File: config.mk
export PLATFORM = sky130hd
export DESIGN_NAME = wildcard_regex_row_matcher_top
export DESIGN_NICKNAME = d
export VERILOG_FILES = /design/src/sv/wrm_pkg.sv /design/src/sv/wrm_cell.sv /design/src/sv/wildcard_regex_row_matcher_top.sv
export SDC_FILE = /design/constraint.sdc
export NUM_CORES = 1
export LEC_CHECK = 0
export BUFFER_PORTS_ARGS = -buffer_cell sky130_fd_sc_hd__buf_2
export CORE_ASPECT_RATIO = 0.6
export CORE_UTILIZATION = 44
export DETAILED_ROUTE_END_ITERATION = 6
export GPL_ROUTABILITY_DRIVEN = 0
export PLACE_DENSITY = 0.71
export SETUP_SLACK_MARGIN = 0.5
export SYNTH_ARGS = -nofsm -noshare
export SYNTH_HDL_FRONTEND = slang
export SYNTH_SLANG_ARGS = --single-unit
File: constraint.sdc
create_clock -name aclk -period 2.1 [get_ports aclk]
set_input_delay 0.21 -clock aclk [delete_from_list [all_inputs] [get_ports aclk]]
set_output_delay 0.21 -clock aclk [all_outputs]
set_load 0.005 [all_outputs]
File: src/sv/wrm_pkg.sv
// package for the wildcard regex row matcher: sizes, symbol codes, kinds and link types
`default_nettype none

package wrm_pkg;

    localparam int MAX_PATTERN = 16;
    localparam int LEN_W       = $clog2(MAX_PATTERN + 1);
    localparam int SYM_W       = 8;

    localparam logic [SYM_W-1:0] SYM_ANY  = 8'h2E;
    localparam logic [SYM_W-1:0] SYM_STAR = 8'h2A;

    typedef enum logic [1:0] {
        KIND_CLEAR  = 2'd0,
        KIND_APPEND = 2'd1,
        KIND_FEED   = 2'd2,
        KIND_END    = 2'd3
    } kind_t;

    // broadcast to every cell for one accepted transaction
    typedef struct packed {
        logic             fire;
        kind_t            kind;
        logic [SYM_W-1:0] symbol;
        logic             full;
    } cmd_t;

    // what a cell hands to its right-hand neighbors
    typedef struct packed {
        logic [SYM_W-1:0] chr;
        logic             is_char;
        logic             valid;
        logic             cur;
        logic             empty;
        logic             nxt;
    } link_t;

endpackage

`default_nettype wire

File: src/sv/wrm_cell.sv
// one pattern position: stored byte, empty-subject bit and current row bit
`default_nettype none

module wrm_cell (
    input  wire            aclk,
    input  wire            aresetn,
    input  wrm_pkg::cmd_t  cmd,
    input  wrm_pkg::link_t left1,
    input  wrm_pkg::link_t left2,
    output wrm_pkg::link_t self_link
);

    logic [wrm_pkg::SYM_W-1:0] char_reg;
    logic [wrm_pkg::SYM_W-1:0] char_next;
    logic                      valid_reg;
    logic                      valid_next;
    logic                      empty_reg;
    logic                      empty_next;
    logic                      cur_reg;
    logic                      cur_next;

    logic lit_hit;
    logic star_here;
    logic prev_hit;
    logic nxt;
    logic target;

    always_comb begin
        lit_hit   = (char_reg == cmd.symbol) || (char_reg == wrm_pkg::SYM_ANY);
        star_here = (char_reg == wrm_pkg::SYM_STAR) && left1.is_char;
        prev_hit  = (left1.chr == wrm_pkg::SYM_ANY) || (left1.chr == cmd.symbol);
        if (!valid_reg) begin
            nxt = 1'b0;
        end else if (lit_hit) begin
            nxt = left1.cur;
        end else if (star_here) begin
            nxt = left2.nxt | (prev_hit & (left2.cur | cur_reg));
        end else begin
            nxt = 1'b0;
        end
        target = left1.valid & ~valid_reg;
    end

    always_comb begin
        char_next  = char_reg;
        valid_next = valid_reg;
        empty_next = empty_reg;
        cur_next   = cur_reg;
        if (cmd.fire) begin
            case (cmd.kind)
                wrm_pkg::KIND_CLEAR: begin
                    valid_next = 1'b0;
                    empty_next = 1'b0;
                    cur_next   = 1'b0;
                end
                wrm_pkg::KIND_APPEND: begin
                    if (target) begin
                        char_next  = cmd.symbol;
                        valid_next = 1'b1;
                        empty_next = (cmd.symbol == wrm_pkg::SYM_STAR) && left1.is_char
                                     && left2.empty;
                    end
                    if (!cmd.full) begin
                        cur_next = empty_next;
                    end
                end
                wrm_pkg::KIND_FEED: begin
                    cur_next = nxt;
                end
                wrm_pkg::KIND_END: begin
                    cur_next = empty_reg;
                end
                default: begin
                    cur_next = cur_reg;
                end
            endcase
        end
    end

    always_ff @(posedge aclk) begin
        char_reg <= char_next;
    end

    always_ff @(posedge aclk) begin
        if (!aresetn) begin
            valid_reg <= 1'b0;
            empty_reg <= 1'b0;
            cur_reg   <= 1'b0;
        end else begin
            valid_reg <= valid_next;
            empty_reg <= empty_next;
            cur_reg   <= cur_next;
        end
    end

    always_comb begin
        self_link.chr     = char_reg;
        self_link.is_char = 1'b1;
        self_link.valid   = valid_reg;
        self_link.cur     = cur_reg;
        self_link.empty   = empty_reg;
        self_link.nxt     = nxt;
    end

endmodule

`default_nettype wire

File: src/sv/wildcard_regex_row_matcher_top.sv
// top level: row of pattern cells, length and overflow tracking, result register
// result: registered onto m_tdata in the cycle after an end-of-subject transaction is accepted
// throughput: one transaction per cycle while no result is pending or m_tready is high;
// the cell row updates together, with a short ripple through every second cell for star terms
// reset: synchronous active-low aresetn empties the pattern, clears the overflow
// flag and sets the row to bit zero only; no clearing pass is needed
`default_nettype none

module wildcard_regex_row_matcher_top (
    input  wire        aclk,
    input  wire        aresetn,
    input  wire        s_tvalid,
    output logic       s_tready,
    input  wire  [7:0] s_tdata,   // symbol
    input  wire  [1:0] s_tuser,   // kind
    output logic       m_tvalid,
    input  wire        m_tready,
    output logic [7:0] m_tdata    // matched, pattern_overflow, zero fill
);

    localparam int N = wrm_pkg::MAX_PATTERN;

    wrm_pkg::cmd_t  cmd;
    wrm_pkg::link_t lnk [0:N+1];
    logic [N:0]     row;

    logic                    cur0_reg;
    logic                    cur0_next;
    logic [wrm_pkg::LEN_W-1:0] len_reg;
    logic [wrm_pkg::LEN_W-1:0] len_next;
    logic                    ovf_reg;
    logic                    ovf_next;
    logic                    m_valid_reg;
    logic                    m_valid_next;
    logic [1:0]              m_data_reg;
    logic [1:0]              m_data_next;
    logic                    s_fire;

    assign s_tready = ~m_valid_reg | m_tready;
    assign s_fire   = s_tvalid & s_tready;

    always_comb begin
        cmd.fire   = s_fire;
        cmd.kind   = wrm_pkg::kind_t'(s_tuser);
        cmd.symbol = s_tdata;
        cmd.full   = (len_reg == wrm_pkg::LEN_W'(N));
    end

    // position before the first cell, then the start cell of the row
    assign lnk[0] = '0;
    assign lnk[1] = '{chr: '0, is_char: 1'b0, valid: 1'b1, cur: cur0_reg,
                      empty: 1'b1, nxt: 1'b0};

    genvar j;
    generate
        for (j = 1; j <= N; j++) begin : g_cell
            wrm_cell u_cell (
                .aclk      (aclk),
                .aresetn   (aresetn),
                .cmd       (cmd),
                .left1     (lnk[j]),
                .left2     (lnk[j-1]),
                .self_link (lnk[j+1])
            );
        end
        for (j = 0; j <= N; j++) begin : g_row
            assign row[j] = lnk[j+1].cur;
        end
    endgenerate

    always_comb begin
        cur0_next    = cur0_reg;
        len_next     = len_reg;
        ovf_next     = ovf_reg;
        m_valid_next = m_valid_reg & ~m_tready;
        m_data_next  = m_data_reg;
        if (s_fire) begin
            case (cmd.kind)
                wrm_pkg::KIND_CLEAR: begin
                    cur0_next = 1'b1;
                    len_next  = '0;
                    ovf_next  = 1'b0;
                end
                wrm_pkg::KIND_APPEND: begin
                    if (cmd.full) begin
                        ovf_next = 1'b1;
                    end else begin
                        len_next  = len_reg + 1'b1;
                        cur0_next = 1'b1;
                    end
                end
                wrm_pkg::KIND_FEED: begin
                    cur0_next = 1'b0;
                end
                wrm_pkg::KIND_END: begin
                    cur0_next    = 1'b1;
                    m_valid_next = 1'b1;
                    m_data_next  = {ovf_reg, row[len_reg]};
                end
                default: begin
                    cur0_next = cur0_reg;
                end
            endcase
        end
    end

    always_ff @(posedge aclk) begin
        m_data_reg <= m_data_next;
    end

    always_ff @(posedge aclk) begin
        if (!aresetn) begin
            cur0_reg    <= 1'b1;
            len_reg     <= '0;
            ovf_reg     <= 1'b0;
            m_valid_reg <= 1'b0;
        end else begin
            cur0_reg    <= cur0_next;
            len_reg     <= len_next;
            ovf_reg     <= ovf_next;
            m_valid_reg <= m_valid_next;
        end
    end

    assign m_tvalid = m_valid_reg;
    assign m_tdata  = {6'd0, m_data_reg};

endmodule

`default_nettype wire
==> flow_summary.toml <==
[run_status]
status = "complete, but fails checks"
violations = "negative setup slack"

[finish]
final_area_um2 = 12490
nets = 1066
synthToLayoutAreaGrowth_pct = 30.92
utilization_pct = 59.08
finalNonFillerCells = 1342
n_fill_cell = 1651
drive_gt1_share_pct = 31.23
num_antenna_cells = 0
largest_reg_flops = 128

[synth]
ys_seq_area_share_pct = 52.68
synth_edf_count = 130
synthArstFlopShare_pct = 0
synth_cells = 877
ys_ff_latch = 186
syn-cell-area_um2 = 9538
syn_avg_cell_area_um2 = 10.88
ys.flop_type = "edfxtp_1"
ys_types = 75
synth-warning-count = 0

[place]
place_hpwl_um = 18280
postPlaceCellArea_um2 = 10890
dp.cells = 1252
port_buffers = 17

[sta]
skew_ns = 0.01526
grt_setup_unrepaired = "true"
report.final.slew_viol_count = 0
period_share_pct = 112.8
setup_violations = 12
setup_tns_ns = -2.064
final-hold-violation-count = 0
timing.fmax_mhz = 422.2
fin_crit_ns = 2.368
setup_slack_ns = -0.2684

[setup_path]
arrival_ns = 2.74
startpoint_type = "register"
critPathCaptureType = "register"
required_ns = 2.48
worst-setup-path-type = "register to register"
cp_max_fo = 4

[clocking]
cts_buffers = 17
clkLatencyLatePin_ns = 0.45
clock_path_buffers = 2
tritoncts = "yes"
cts_sinks = 186
cts_root_buf = "clkbuf_16"
cts.htree.levels = 4
path_clk_slew_ns = 0.08

[drt]
postRouteAntennaNets = 0
drtPass1Iterations = 7
num_vias = 7795
wl_per_cell_um = 20.45
route.detailed.drc = 0
routed_via_density = 5.808
wirelength_um = 27440
drt_iter0_drc = 868

[global_route]
grt_pass1_vias = 7476
antenna_found_initial = 0
grt_pass1_wl_um = 41080
grt_util_all_layers_pct = 24.38
grt_start_max_net_pins = 33
grt-ovfl-total = 0

[min_path]
holdCritPathClass = "input port to register"

[floorplan]
start_util_pct = 45.13
io_pins = 24
core_area_um2 = 21140
die_h_um = 116.0
fp.dieW_um = 192.1
dieArea_um2 = 22290
row_count = 41

[power]
ir_drop_uv = 577.5
finalPower_w = 0.007871
power_density_nw_per_um2 = 630.3
p_leak_nw = 4.368

[flow_run]
drv_cap = 0
## worst max-delay path: stages (launching register included)
cell and delay [ns]:
edfxtp_1 0.42, nand4bb_1 0.24, nor4b_2 0.27, buf_4 0.16, a22oi_1 0.09, o21bai_4 0.22, a2111oi_4 0.39, o211a_1 0.29
o311ai_1 0.10, a21oi_1 0.13
## layout make-up
cell class	count	area (um2)	area share (%)
Multi-Input combinational cell	630	4692	37.58
Sequential cell	186	5034	40.31
Clock inverter	15	146.4	1.172
Tap cell	279	349.1	2.796
Inverter	19	73.82	0.5912
Timing Repair Buffer	196	1767	14.15
Clock buffer	17	425.4	3.407
## stage by stage
stage | worst slack [ns] | hold WS [ns]
floorplan | 0.03549 | 0.3089
global placement | -0.3095 | 0.4285
detailed placement | -0.3972 | 0.4293
CTS | -0.2242 | 0.04181
global route | -0.4043 | 0.08794
finish | -0.2684 | 0.08553
## Yosys cell counts, types with 3 or more instances
master / n / area, um2
buf_6: 9 / 101.4
or4b_2: 4 / 40.04
o211a_1: 3 / 30.03
and2_1: 6 / 37.54
nand3_1: 10 / 50.05
o31a_1: 3 / 26.28
edfxtp_1: 130 / 3904
xor2_1: 43 / 376.6
o211ai_1: 3 / 22.52
o21ai_1: 4 / 20.02
dfxtp_1: 56 / 1121
o221ai_1: 3 / 26.28
nor2b_1: 10 / 62.56
mux4_2: 5 / 112.6
o21bai_1: 3 / 22.52
a21boi_0: 16 / 120.1
a21oi_1: 38 / 190.2
nand2_1: 88 / 330.3
o21ai_0: 29 / 145.1
nor3_1: 14 / 70.07
nand2b_1: 19 / 118.9
o2bb2ai_1: 4 / 35.03
and3_1: 5 / 31.28
clkbuf_1: 23 / 86.33
a31oi_1: 6 / 37.54
a22oi_1: 7 / 52.55
o22ai_1: 7 / 43.79
nand4_1: 28 / 175.2
or2_2: 7 / 43.79
nor2_1: 70 / 262.8
o31ai_1: 6 / 45.04
o21a_1: 4 / 30.03
inv_1: 19 / 71.32
nor4_1: 8 / 50.05
nor4_2: 4 / 50.05
nor4b_1: 11 / 96.34
a21o_1: 7 / 52.55
xnor2_1: 88 / 770.7
buf_4: 13 / 97.59
nand4b_1: 18 / 157.7
## placed cells by master (no fill, tap or decap), drive strengths merged, types with 3 or more instances in the layout
master / instances
o21bai: 3
buf: 192
o211ai: 3
and2: 6
o21a: 4
nand4: 28
clkbuf: 20
o22ai: 7
clkinv: 4
a31oi: 7
o21ai: 33
xnor2: 88
a22oi: 7
inv: 29
conb: 6
o221ai: 3
nor2b: 10
xor2: 43
mux4: 5
a21oi: 38
a21boi: 17
nor2: 70
nor4b: 11
o311ai: 3
nor4: 12
edfxtp: 130
nand3: 10
nand2: 88
nand4b: 18
nor3: 14
o31a: 3
or2: 8
dfxtp: 56
or4b: 5
o211a: 3
and3: 6
o31ai: 6
o2bb2ai: 4
a21o: 7
nand2b: 19
## final timing paths
check | slack (ns) | startpoint | depth (start not counted) | end
max | -0.27 | g_cell[7].u_cell.char_reg[6]$_DFFE_PP_ | 9 | g_cell[12].u_cell.cur_reg$_SDFFE_PN0P_
max reg2reg | -0.27 | g_cell[7].u_cell.char_reg[6]$_DFFE_PP_ | 9 | g_cell[12].u_cell.cur_reg$_SDFFE_PN0P_
min reg2reg | 0.45 | ovf_reg$_SDFFE_PN0P_ | 0 | m_data_reg[1]$_DFFE_PP_
min | 0.09 | m_tready | 3 | m_tvalid$_SDFF_PN0_
## layer usage
| layer | vias up | wire [um] | global-route usage, % |
|---|---|---|---|
| li1 | 3547 | - | - |
| met1 | 3835 | 12890 | 36.81 |
| met2 | 375 | 11740 | 35.21 |
| met3 | 38 | 2470 | 5.603 |
| met4 | 0 | 344 | 5.617 |
| met5 | - | 0 | 0 |
## power by group
group	leakage, nW	internal [W]	switching (W)
clock	0.282	0.00159	0.00162
combinational	2.46	0.000319	0.000395
sequential	1.62	0.00393	0.0000210
## cells by family (layout without fill, tap and decap cells)
group / count (synthesis) / in the layout / synth area share, %
buffers and inverters: 67 / 247 / 3.883
other: 1 / 6 / 0.03932
AND/OR/NAND/NOR: 316 / 317 / 17.74
AO/OA/AOI/OAI: 169 / 169 / 12.19
adder cells (fa/ha/maj): 2 / 2 / 0.2623
multiplexers: 5 / 5 / 1.181
flip-flops: 186 / 186 / 52.68
XOR/XNOR: 131 / 131 / 12.03
## timing repair
| item | in CTS | in global routing |
|---|---|---|
| cloned | 2 | 2 |
| hold buffers | 0 | 1 |
| buffers inserted | 28 | 25 |
| endpoints found under the hold margin | 0 | 3 |
| pin swaps | 43 | 30 |
| setup endpoints to repair | 128 | 143 |
| gates resized for setup | 79 | 39 |
Power figures use the tool's default switching activity.
